`config.mk`:
```
export PLATFORM = sky130hd
export DESIGN_NAME = pds_cell
export DESIGN_NICKNAME = d
export VERILOG_FILES = /design/src/rtl/core/pds_pkg.sv /design/src/rtl/core/pds_cell.sv
export SDC_FILE = /design/constraint.sdc
export NUM_CORES = 1
export LEC_CHECK = 0
export ABC_AREA = 1
export BUFFER_PORTS_ARGS = -buffer_cell sky130_fd_sc_hd__clkbuf_2
export CAP_MARGIN = 5
export CORE_MARGIN = 5
export CORE_UTILIZATION = 40
export DETAILED_ROUTE_END_ITERATION = 7
export PLACE_DENSITY = 0.74
export SYNTH_ARGS = -nofsm -noshare
export SYNTH_HDL_FRONTEND = slang
export SYNTH_SLANG_ARGS = --single-unit
```
`constraint.sdc`:
```
create_clock -name clk_i -period 5.31 [get_ports clk_i]
set_clock_uncertainty 0.1 [all_clocks]
set_input_delay 0.7965 -clock clk_i [delete_from_list [all_inputs] [get_ports clk_i]]
set_output_delay 0.7965 -clock clk_i [all_outputs]
set_load 0.005 [all_outputs]
```
`src/rtl/core/pds_pkg.sv`:
```
// Shared types and constants of the particle draw-order sorter.
`default_nettype none
package pds_pkg;

  localparam int IDX_W  = 16;
  localparam int POS_W  = 24;
  localparam int FWD_W  = 16;
  localparam int AGE_W  = 17;
  localparam int MODE_W = 3;
  localparam int KEY_W  = 53;
  localparam int DIFF_W = POS_W + 1;
  localparam int PROD_W = 2 * DIFF_W;
  localparam int CFG_IDX_W  = 3;
  localparam int CFG_DATA_W = POS_W;

  localparam logic [MODE_W-1:0] MODE_NONE   = 3'd0;
  localparam logic [MODE_W-1:0] MODE_DIST   = 3'd1;
  localparam logic [MODE_W-1:0] MODE_DEPTH  = 3'd2;
  localparam logic [MODE_W-1:0] MODE_OLDEST = 3'd3;
  localparam logic [MODE_W-1:0] MODE_NEWEST = 3'd4;

  localparam logic [CFG_IDX_W-1:0] CFG_SORT_MODE = 3'd0;
  localparam logic [CFG_IDX_W-1:0] CFG_CAM_POS_X = 3'd1;
  localparam logic [CFG_IDX_W-1:0] CFG_CAM_POS_Y = 3'd2;
  localparam logic [CFG_IDX_W-1:0] CFG_CAM_POS_Z = 3'd3;
  localparam logic [CFG_IDX_W-1:0] CFG_CAM_FWD_X = 3'd4;
  localparam logic [CFG_IDX_W-1:0] CFG_CAM_FWD_Y = 3'd5;
  localparam logic [CFG_IDX_W-1:0] CFG_CAM_FWD_Z = 3'd6;

  localparam logic [KEY_W-1:0] DEPTH_BIAS = {1'b1, {(KEY_W-1){1'b0}}};
  localparam logic [AGE_W-1:0] AGE_ALL_ONES = {AGE_W{1'b1}};

  typedef enum logic {
    ST_FILL,
    ST_DRAIN
  } pds_state_e;

  typedef struct packed {
    logic [MODE_W-1:0] sort_mode;
    logic [POS_W-1:0]  cam_pos_x;
    logic [POS_W-1:0]  cam_pos_y;
    logic [POS_W-1:0]  cam_pos_z;
    logic [FWD_W-1:0]  cam_fwd_x;
    logic [FWD_W-1:0]  cam_fwd_y;
    logic [FWD_W-1:0]  cam_fwd_z;
  } pds_cfg_t;

  typedef struct packed {
    logic [KEY_W-1:0] key;
    logic [IDX_W-1:0] index;
    logic             last;
  } pds_item_t;

  typedef struct packed {
    logic insert;
    logic shift_out;
  } pds_cell_ctrl_t;

endpackage
`default_nettype wire

```
`src/rtl/core/pds_cell.sv`:
```
// One insertion cell: holds a key and index, takes new, left or right data.
`default_nettype none
module pds_cell import pds_pkg::*; (
  input  logic             clk_i,
  input  pds_cell_ctrl_t   ctrl_i,
  input  logic             occupied_i,
  input  logic [KEY_W-1:0] new_key_i,
  input  logic [IDX_W-1:0] new_index_i,
  input  logic             prev_less_i,
  input  logic [KEY_W-1:0] prev_key_i,
  input  logic [IDX_W-1:0] prev_index_i,
  input  logic [KEY_W-1:0] next_key_i,
  input  logic [IDX_W-1:0] next_index_i,
  output logic             less_o,
  output logic [KEY_W-1:0] key_o,
  output logic [IDX_W-1:0] index_o
);

  logic [KEY_W-1:0] key_q, key_d;
  logic [IDX_W-1:0] index_q, index_d;

  // strict compare keeps earlier arrivals ahead on ties
  assign less_o = !occupied_i || (key_q < new_key_i);

  always_comb begin
    key_d   = key_q;
    index_d = index_q;
    if (ctrl_i.insert) begin
      if (prev_less_i) begin
        key_d   = prev_key_i;
        index_d = prev_index_i;
      end else if (less_o) begin
        key_d   = new_key_i;
        index_d = new_index_i;
      end
    end else if (ctrl_i.shift_out) begin
      key_d   = next_key_i;
      index_d = next_index_i;
    end
  end

  always_ff @(posedge clk_i) begin
    key_q   <= key_d;
    index_q <= index_d;
  end

  assign key_o   = key_q;
  assign index_o = index_q;

endmodule
`default_nettype wire

```
==> impl_metrics.csv <==
group,metric,value,unit
yosys,synthCells,635,
setup_path,r2r_end,"key_o[22]",
route,drt-wirelength-per-cell,14.38,µm
grt,track_usage,0.2066,
pwr,ir_worst_vdd,0.1366,mV
status,status,"finished, final reports clean",
placement,io_buffers,281,
die,ios,282,
final_layout,nNetsFinal,1167,
setup_path,path_max_fanout,30,
die,start_util,0.4083,
setup_path,crit_top_cell,"nand2_1",
sta,relSlewSlack,0.5053,
placement,dp.cells,1060,
clocking,clk_latency,0.33,ns
route,drtPass1Iterations,5,
sta,worstMarginPinSlew,0.7421,ns
die,die-area,14630,µm²
final_layout,fin_cells,1074,
setup_path,arrival,2.97,ns
pwr,p_per_area,241.9,nW/µm²
route,dr_wl_met3,1431,µm
setup_path,startpoint_type,"primary input",
setup_path,required,5.19,ns
min_path,hp-start,"next_key_i[7]",
sta,rsz0062_at_grt,"false",
clocking,path_clk_slew,0.06,ns
min_path,min_path_type,"primary input to flop",
clocking,htreeDepth,3,
setup_path,reg2reg_depth,12,
setup_path,worst-setup-path-type,"primary input to flop",
yosys,ys_seq_elements,69,
flow_run,maxCapViolations,0,
sta,max_freq,324.1,MHz
min_path,min_to,"key_o[7]",
sta,setup_viol_count_final,0,
pwr,p_leak,3.623,nW
yosys,syn_nets,899,
die,core_area,12060,µm²
die,num_rows,40,
route,vias,5061,
clocking,cts_resized,0,
final_layout,final_cell_mix,"clkbuf_2 (281), nand2_1 (142), o21ai_0 (106)",
sta,final_max_slew_viol_count,0,
sta,fin_crit_sh,0.5810,
route,drcViolationCount,0,
clocking,clock_path_buffers,2,
placement,dp_hpwl,12480,µm
route,antenna_left,0,
grt,grt_pass1_wl,23940,µm
clocking,cts_tree,"yes",
placement,gp_congestion,0.8585,
setup_path,timing.rr.start,"key_o[44]",
clocking,cts-root-buf,"clkbuf_16",
final_layout,final_common_cell,"clkbuf_2",
setup_path,r2r_setup_slack,2.41,ns
yosys,yosysWarnings,0,
setup_path,cpPeakStageDelay,0.47,ns
yosys,ys_seq_area_frac,0.4207,
final_layout,n_antenna_cell,0,
grt,grt.overflow.total,0,
sta,fin_ws,2.225,ns
sta,setup_tns,0,ns
yosys,synth_area_per_cell,7.755,µm²
yosys,netlist_area,4925,µm²
min_path,holdPathStages,3,
route,wl_met2,7500,µm
route,wl,15450,µm
final_layout,synthToLayoutAreaGrowth,36.23,%
setup_path,endpoint_kind,"flop",
setup_path,worstPathCellList,"clkbuf_2 -> inv_1 -> ha_1 -> a21oi_1 -> nor2_1 -> nor2_1 -> nand2_1 -> nand2_1 -> nand2_1 -> nor2_1 -> nand2_1 -> nand3_1 -> nand2_1 -> inv_2 -> buf_4",
yosys,synthDistinctLibCells,22,
clocking,cts_buffers,9,
clocking,cts_sinks,69,
sta,post-route-min-period,3.085,ns
route,first_iter_violations,192,
placement,pre_cts_ws,1.812,ns
route,via_per_inst,4.712,
sta,finalHoldViolCount,0,
grt,grt_pass1_vias,4984,
final_layout,drive_above_1_share,0.3455,
final_layout,fillers,1166,
die,die_height,121.0,µm
grt,grt_start_max_net_pins,70,
clocking,hold_buffers,0,
sta,hold_ws,0.6509,ns
grt,antenna_found_initial,0,
setup_path,cp_slowest_cell,"buf_4",
route,m1WireLength,6248,µm
route,top_layer_used,"met4",
die,dieWidth,121.0,µm
clocking,cts_setup_buffers,0,
-- cells in the mapped netlist (all sizes together) --
library cell  count  area, µm²
a21o              4      30.03
a21oi            16      80.08
buf               6      32.53
clkbuf           24      90.09
edfxtp           69       2072
ha               52      650.6
inv              79      296.5
nand2           146      563.0
nand3             5      25.02
nand4             3      18.77
nor2             89      349.1
nor3              1      5.000
o21ai           139      695.7
o21bai            1      7.510
or2               1      8.760
-- power breakdown --
part           leakage (nW)  internal, W  switching (W)
sequential            0.707     0.000674      0.0000291
combinational          2.80     0.000183       0.000226
clock                 0.121     0.000303       0.000207
total                  3.62      0.00116       0.000462
-- state kept, by name (all words and copies together), names as in the netlist --
name,count
index_o,16
key_o,53
-- kinds of logic after synthesis --
family,synth area share
flip-flops,0.4207
AND/OR/NAND/NOR,0.1969
adder cells (fa/ha/maj),0.1321
AO/OA/AOI/OAI,0.1651
buffers and inverters,0.08511
-- per-stage QoR --
stage	instance area [µm²]	util	total power (W)
2_1_floorplan	4925	-	0.0009212
3_3_place_gp	6464	0.5359	0.001123
3_5_place_dp	6464	0.5359	0.001130
4_1_cts	6709	0.5562	0.001640
5_1_grt	6709	0.5562	0.001725
6_report	6709	0.5562	0.001623
-- worst max-delay path, delay by kind of cell --
family / cells / cell delay (ns)
fa+ha+maj: 1 / 0.30
buf+inv: 4 / 1.04
compound gates: 1 / 0.15
simple gates: 9 / 0.68
-- cell type report --
| cell class | count | area, µm² | share of cell area |
|---|---|---|---|
| Inverter | 79 | 296.5 | 0.04420 |
| Sequential cell | 69 | 2072 | 0.3088 |
| Timing Repair Buffer | 287 | 1451 | 0.2163 |
| Multi-Input combinational cell | 457 | 2434 | 0.3627 |
| Clock buffer | 9 | 225.2 | 0.03357 |
| Tap cell | 168 | 210.2 | 0.03133 |
| Clock inverter | 5 | 20.02 | 0.002984 |
-- worst max path at each step --
stage | startpoint | to | slack (ns) | cells after the start
finish | new_key_i[42] | key_o[22] | 2.22 | 15
global route | new_key_i[42] | key_o[22] | 1.96 | 15
CTS | new_key_i[44] | key_o[22] | 2.16 | 14
detailed placement | new_key_i[44] | index_o[8] | 1.81 | 14
global placement | new_key_i[42] | key_o[22] | 1.81 | 15
floorplan | new_key_i[44] | index_o[0] | 1.68 | 15
-- routing by layer --
metal,vias up,track usage
met2,218,0.3626
met3,17,0.05641
met4,0,0.07224
met1,2190,0.2415
li1,2636,-
met5,-,0
(Power assumes the default switching activity.)
